## config.mk

```make
export PLATFORM = sky130hd
export DESIGN_NAME = vboc_cfg
export DESIGN_NICKNAME = d
export VERILOG_FILES = /design/src/rtl/vboc_pkg.sv /design/src/rtl/vboc_cfg.sv
export SDC_FILE = /design/constraint.sdc
export NUM_CORES = 1
export LEC_CHECK = 0
export BUFFER_PORTS_ARGS = -buffer_cell sky130_fd_sc_hd__clkbuf_2
export CORE_MARGIN = 2
export CORE_UTILIZATION = 30
export CTS_CLUSTER_DIAMETER = 30
export CTS_CLUSTER_SIZE = 25
export DETAILED_ROUTE_END_ITERATION = 8
export PLACE_DENSITY = 0.49
export REMOVE_ABC_BUFFERS = 1
export SLEW_MARGIN = 15
export SYNTH_ARGS = -nofsm -noshare
export SYNTH_HDL_FRONTEND = slang
export SYNTH_SLANG_ARGS = --single-unit
```

## constraint.sdc

```tcl
create_clock -name clk_i -period 14.05 [get_ports clk_i]
set_clock_uncertainty 0.1 [all_clocks]
set_input_delay 1.405 -clock clk_i [delete_from_list [all_inputs] [get_ports clk_i]]
set_output_delay 1.405 -clock clk_i [all_outputs]
set_load 0.1 [all_outputs]
```

## src/rtl/vboc_pkg.sv

```systemverilog
// Shared constants, register codes and types of the brick occupancy counter.
package vboc_pkg;

  localparam int unsigned MaxBricksPerAxis = 128;
  localparam int unsigned BrickEdge        = 32;
  localparam int unsigned MaxExtent        = 4096;

  localparam int unsigned PosW       = $clog2(MaxExtent);
  localparam int unsigned EdgeW      = $clog2(BrickEdge);
  localparam int unsigned BrickW     = PosW - EdgeW;
  localparam int unsigned AxisW      = $clog2(MaxBricksPerAxis);
  localparam int unsigned IdxW       = 2 * AxisW;
  localparam int unsigned StoreDepth = MaxBricksPerAxis * MaxBricksPerAxis;
  localparam int unsigned CmpW       = 16;

  localparam int unsigned ValW     = 8;
  localparam int unsigned CountW   = 16;
  localparam int unsigned TallyW   = 22;
  localparam int unsigned AxisCntW = 8;
  localparam int unsigned ProdXyW  = 2 * AxisCntW;
  localparam int unsigned CfgIdxW  = 3;
  localparam int unsigned CfgDataW = 16;

  localparam logic [ValW-1:0]     LowReset   = ValW'(10);
  localparam logic [ValW-1:0]     HighReset  = ValW'(255);
  localparam logic [CountW-1:0]   MinReset   = CountW'(1639);
  localparam logic [AxisCntW-1:0] BricksReset = AxisCntW'(124);
  localparam logic [AxisCntW-1:0] AxisMax    = AxisCntW'(MaxBricksPerAxis);

  typedef enum logic [CfgIdxW-1:0] {
    CFG_LOW       = 3'd0,
    CFG_HIGH      = 3'd1,
    CFG_MIN_COUNT = 3'd2,
    CFG_BRICKS_X  = 3'd3,
    CFG_BRICKS_Y  = 3'd4,
    CFG_BRICKS_Z  = 3'd5
  } cfg_idx_e;

  typedef struct packed {
    logic [ValW-1:0]     low;
    logic [ValW-1:0]     high;
    logic [CountW-1:0]   min_count;
    logic [AxisCntW-1:0] nx;
    logic [AxisCntW-1:0] ny;
    logic [AxisCntW-1:0] nz;
    logic [TallyW-1:0]   total;
    logic                busy;
  } cfg_t;

endpackage

```

## src/rtl/vboc_cfg.sv

```systemverilog
// Configuration registers, axis clamping and the pipelined total brick product.
module vboc_cfg (
  input  logic                          clk_i,
  input  logic                          rst_ni,
  input  logic                          cfg_we_i,
  input  logic [vboc_pkg::CfgIdxW-1:0]  cfg_index_i,
  input  logic [vboc_pkg::CfgDataW-1:0] cfg_wdata_i,
  output vboc_pkg::cfg_t                cfg_o
);

  logic [vboc_pkg::ValW-1:0]     low_q, high_q;
  logic [vboc_pkg::CountW-1:0]   min_q;
  logic [vboc_pkg::AxisCntW-1:0] bx_q, by_q, bz_q;
  logic [vboc_pkg::AxisCntW-1:0] nx, ny, nz;
  logic [vboc_pkg::ProdXyW-1:0]  prod_xy_q;
  logic [vboc_pkg::TallyW-1:0]   total_q;
  logic                          busy_q;

  always_ff @(posedge clk_i or negedge rst_ni) begin
    if (!rst_ni) begin
      low_q  <= vboc_pkg::LowReset;
      high_q <= vboc_pkg::HighReset;
      min_q  <= vboc_pkg::MinReset;
      bx_q   <= vboc_pkg::BricksReset;
      by_q   <= vboc_pkg::BricksReset;
      bz_q   <= vboc_pkg::BricksReset;
      busy_q <= 1'b0;
    end else begin
      busy_q <= cfg_we_i;
      if (cfg_we_i) begin
        case (vboc_pkg::cfg_idx_e'(cfg_index_i))
          vboc_pkg::CFG_LOW:       low_q  <= cfg_wdata_i[vboc_pkg::ValW-1:0];
          vboc_pkg::CFG_HIGH:      high_q <= cfg_wdata_i[vboc_pkg::ValW-1:0];
          vboc_pkg::CFG_MIN_COUNT: min_q  <= cfg_wdata_i[vboc_pkg::CountW-1:0];
          vboc_pkg::CFG_BRICKS_X:  bx_q   <= cfg_wdata_i[vboc_pkg::AxisCntW-1:0];
          vboc_pkg::CFG_BRICKS_Y:  by_q   <= cfg_wdata_i[vboc_pkg::AxisCntW-1:0];
          vboc_pkg::CFG_BRICKS_Z:  bz_q   <= cfg_wdata_i[vboc_pkg::AxisCntW-1:0];
          default: ;
        endcase
      end
    end
  end

  assign nx = (bx_q > vboc_pkg::AxisMax) ? vboc_pkg::AxisMax : bx_q;
  assign ny = (by_q > vboc_pkg::AxisMax) ? vboc_pkg::AxisMax : by_q;
  assign nz = (bz_q > vboc_pkg::AxisMax) ? vboc_pkg::AxisMax : bz_q;

  // two multiply stages, prod_xy_q then total_q; the product settles through both after a write
  always_ff @(posedge clk_i) begin
    prod_xy_q <= vboc_pkg::ProdXyW'(nx) * vboc_pkg::ProdXyW'(ny);
    total_q   <= vboc_pkg::TallyW'(prod_xy_q) * vboc_pkg::TallyW'(nz);
  end

  always_comb begin
    cfg_o.low       = low_q;
    cfg_o.high      = high_q;
    cfg_o.min_count = min_q;
    cfg_o.nx        = nx;
    cfg_o.ny        = ny;
    cfg_o.nz        = nz;
    cfg_o.total     = total_q;
    cfg_o.busy      = cfg_we_i | busy_q;
  end

endmodule

```

==> flow_metrics.tcl <==
set metrics [dict create \
    yosysWarnings 0 \
    coreArea_um2 29700 \
    vias 6445 \
    cap_viol_max_count 0 \
    min_period_ns 5.71 \
    drt_iter0_drc 194 \
    final_cell_mix "inv_1, fa_1, clkbuf_2, and2_1, nand2_1" \
    synth-seq-cells 95 \
    min-delay-start "bz_q[1]$_DFFE_PN0P_" \
    syn_avg_cell_area_um2 9.83 \
    grt_pass1_vias 7051 \
    layout_commonest_cell "inv_1" \
    globalplace.congestion 0.782 \
    synthArstFlopShare_pct 60.0 \
    antenna_found_initial 0 \
    worstSetupPathType "reg2reg" \
    ys.flop_type "dfxtp_1" \
    synth-edff-count 0 \
    firstDrtPassIters 4 \
    initial_core_util_pct 30.5 \
    clock-sinks 95 \
    instances_no_fill 1417 \
    die_w_um 178 \
    grt_pass1_wl_um 35300 \
    synth.yosys.seq_area_share_pct 24.6 \
    startpoint "bz_q[7]$_DFFE_PN0P_" \
    cp_num_buf_inv 4 \
    critPathSlowestCell "nor2b_1" \
    grt-ovfl-total 0 \
    antenna_cells 0 \
    final-setup-viol-count 0 \
    dpl.cell_count 1401 \
    dp_hpwl_um 16100 \
    power_density_nw_per_um2 223 \
    syn_to_final_growth_pct 14.1 \
    max_freq_ghz 0.175 \
    clockBufferDepth 2 \
    p_leak_nw 5.24 \
    start_kind "register" \
    total_power_mw 2.31 \
    viasPerCell 4.55 \
    hold_viol 0 \
    layout.nets 1236 \
    cp-end-kind "register" \
    min_path_type "reg2reg" \
    ant_nets 0 \
    dieArea_um2 31600 \
    postCtsSetupRepairBufs 0 \
    drive_above_1_share_pct 21.6 \
    path_cells "nor2b_1 -> buf_4 -> nand2_1 -> fa_1 -> inv_1 -> fa_1 -> fa_1 -> inv_1 -> fa_1 -> inv_1 -> ha_1 -> nand3_1 -> nor2_1 -> nand4_1 -> a211oi_1 -> o41ai_2 -> xnor2_1" \
    rsz0062_at_grt "false" \
    cts_root_buf "clkbuf_16" \
    worst_pin_slew_ns 0.934 \
    clk_pin_slew_worst_paths_ns 0.07 \
    ios 101 \
    drc 0 \
    syn_inst 921 \
    ctsHoldBuffers 0 \
    portBuffers 100 \
    max-vdd-ir-drop_v 0.000122 \
    track_usage_pct 14.1 \
    cp_top_family "adder cells" \
    grt_max_degree 58 \
    slowest_delay_ns 0.67 \
    cts_made_buffers 9 \
    worstPathRequired_ns 14.19 \
    finalSetupTns_ns 0 \
    worstPathMaxFanout 24 \
    insertion_delay_ns 0.36 \
    crit_arrival_ns 5.85 \
    cts_max_level 3 \
    timing.final.crit_share_pct 40.6 \
    r2r_start "bz_q[7]$_DFFE_PN0P_" \
    syn_area_um2 9050 \
    routed_wl_um 20300 \
    cpMostUsedCell "fa_1" \
    die_y_um 178 \
    synth_cell_types 55 \
    drv_slew 0 \
    core.rowCount 63 \
    cts_tree "done" \
    avgRoutedWirePerCell_um 14.3 \
    post_cts_resized 0 \
    slew_headroom_pct 37.6 \
    status "completed" \
]
## kinds of logic (layout without fill, tap and decap cells)
logic type      count (synthesis)  count (layout)  synth area share (%)
fa+ha+maj                     192             192                  36.4
xor+xnor                       26              26                  2.52
flops                          95              95                  24.6
mux                            55              55                  6.84
simple gates                  274             274                  15.4
buf+inv                       204             310                  8.55
compound gates                 75              75                  5.72
## final timing paths
check / cells past startpoint / end / slack [ns]
worst max-delay path: 17 / total_q[20]$_DFF_P_ / 8.34
worst min-delay path: 1 / bz_q[1]$_DFFE_PN0P_ / 0.41
worst max register to register: 17 / total_q[20]$_DFF_P_ / 8.34
worst min register to register: 1 / bz_q[1]$_DFFE_PN0P_ / 0.41
max in group asynchronous: 2 / by_q[7]$_DFFE_PN0P_ / 12.30
min in group asynchronous: 2 / min_q[4]$_DFFE_PN0P_ / 1.08
## Yosys cell counts, drive strengths merged (4+ instances only)
cell type | number | area (µm²)
nor3 | 7 | 40.0
a21o | 8 | 60.1
inv | 183 | 687
ha | 73 | 913
xnor2 | 24 | 210
dfstp | 32 | 841
a211oi | 4 | 30.0
mux2 | 55 | 619
nand2 | 74 | 278
and2 | 88 | 551
fa | 119 | 2380
o21ai | 16 | 83.8
o211ai | 4 | 30.0
nor2 | 65 | 244
dfxtp | 38 | 761
dfrtp | 25 | 626
a21oi | 16 | 83.8
nand3 | 5 | 25.0
o21a | 7 | 52.6
nor2b | 10 | 62.6
clkbuf | 19 | 71.3
nand2b | 8 | 50.1
## per-layer routing
metal	GRT usage [%]	share of wire [%]	wire length (µm)	up-vias
li1	-	-	-	3073
met1	17.9	46	9340	3222
met2	24.4	48	9690	137
met3	3.21	5.2	1070	13
met4	3.21	1.2	234	0
met5	0	0	0	-
## final cells by class
| class | count | area, µm² |
|---|---|---|
| flip-flops and latches | 95 | 2230 |
| multi-input cells | 622 | 6050 |
| repair buffers | 111 | 583 |
| inverters | 183 | 687 |
| well taps | 390 | 488 |
| clock inverters | 6 | 63.8 |
| clock buffers | 10 | 229 |
| fillers | 3095 | 19400 |
## through the flow
stage | worst slack (ns) | cell area [µm²] | hold WS (ns) | utilization, %
3_3_place_gp | 8.44 | 10000 | 0.383 | 33.8
5_1_grt | 7.87 | 10300 | 0.428 | 34.8
3_5_place_dp | 8.32 | 10000 | 0.394 | 33.8
4_1_cts | 8.29 | 10300 | 0.412 | 34.8
6_report | 8.34 | 10300 | 0.409 | 34.8
2_1_floorplan | 7.08 | 8970 | 0.371 | -
## power by group
part / internal (mW) / switching, mW
combinational: 0.499 / 1.11
clock: 0.125 / 0.121
sequential: 0.377 / 0.0738
total: 1.00 / 1.30
## worst reg2reg max path, cell delays in order (launching register included)
cell,delay [ns]
dfrtp_1,0.66
nor2b_1,0.68
buf_4,0.27
nand2_1,0.08
fa_1,0.49
inv_1,0.05
fa_1,0.48
fa_1,0.55
inv_1,0.05
fa_1,0.53
inv_1,0.04
ha_1,0.37
nand3_1,0.12
nor2_1,0.13
nand4_1,0.18
a211oi_1,0.53
o41ai_2,0.15
xnor2_1,0.14
## sequential cells by signal, indices dropped and copies added (netlist names)
name and count:
min_q 16, by_q 8, low_q 8, total_q 22
high_q 8, prod_xy_q 16, bx_q 8, busy_q 1
bz_q 8
(Power assumes the default switching activity.)
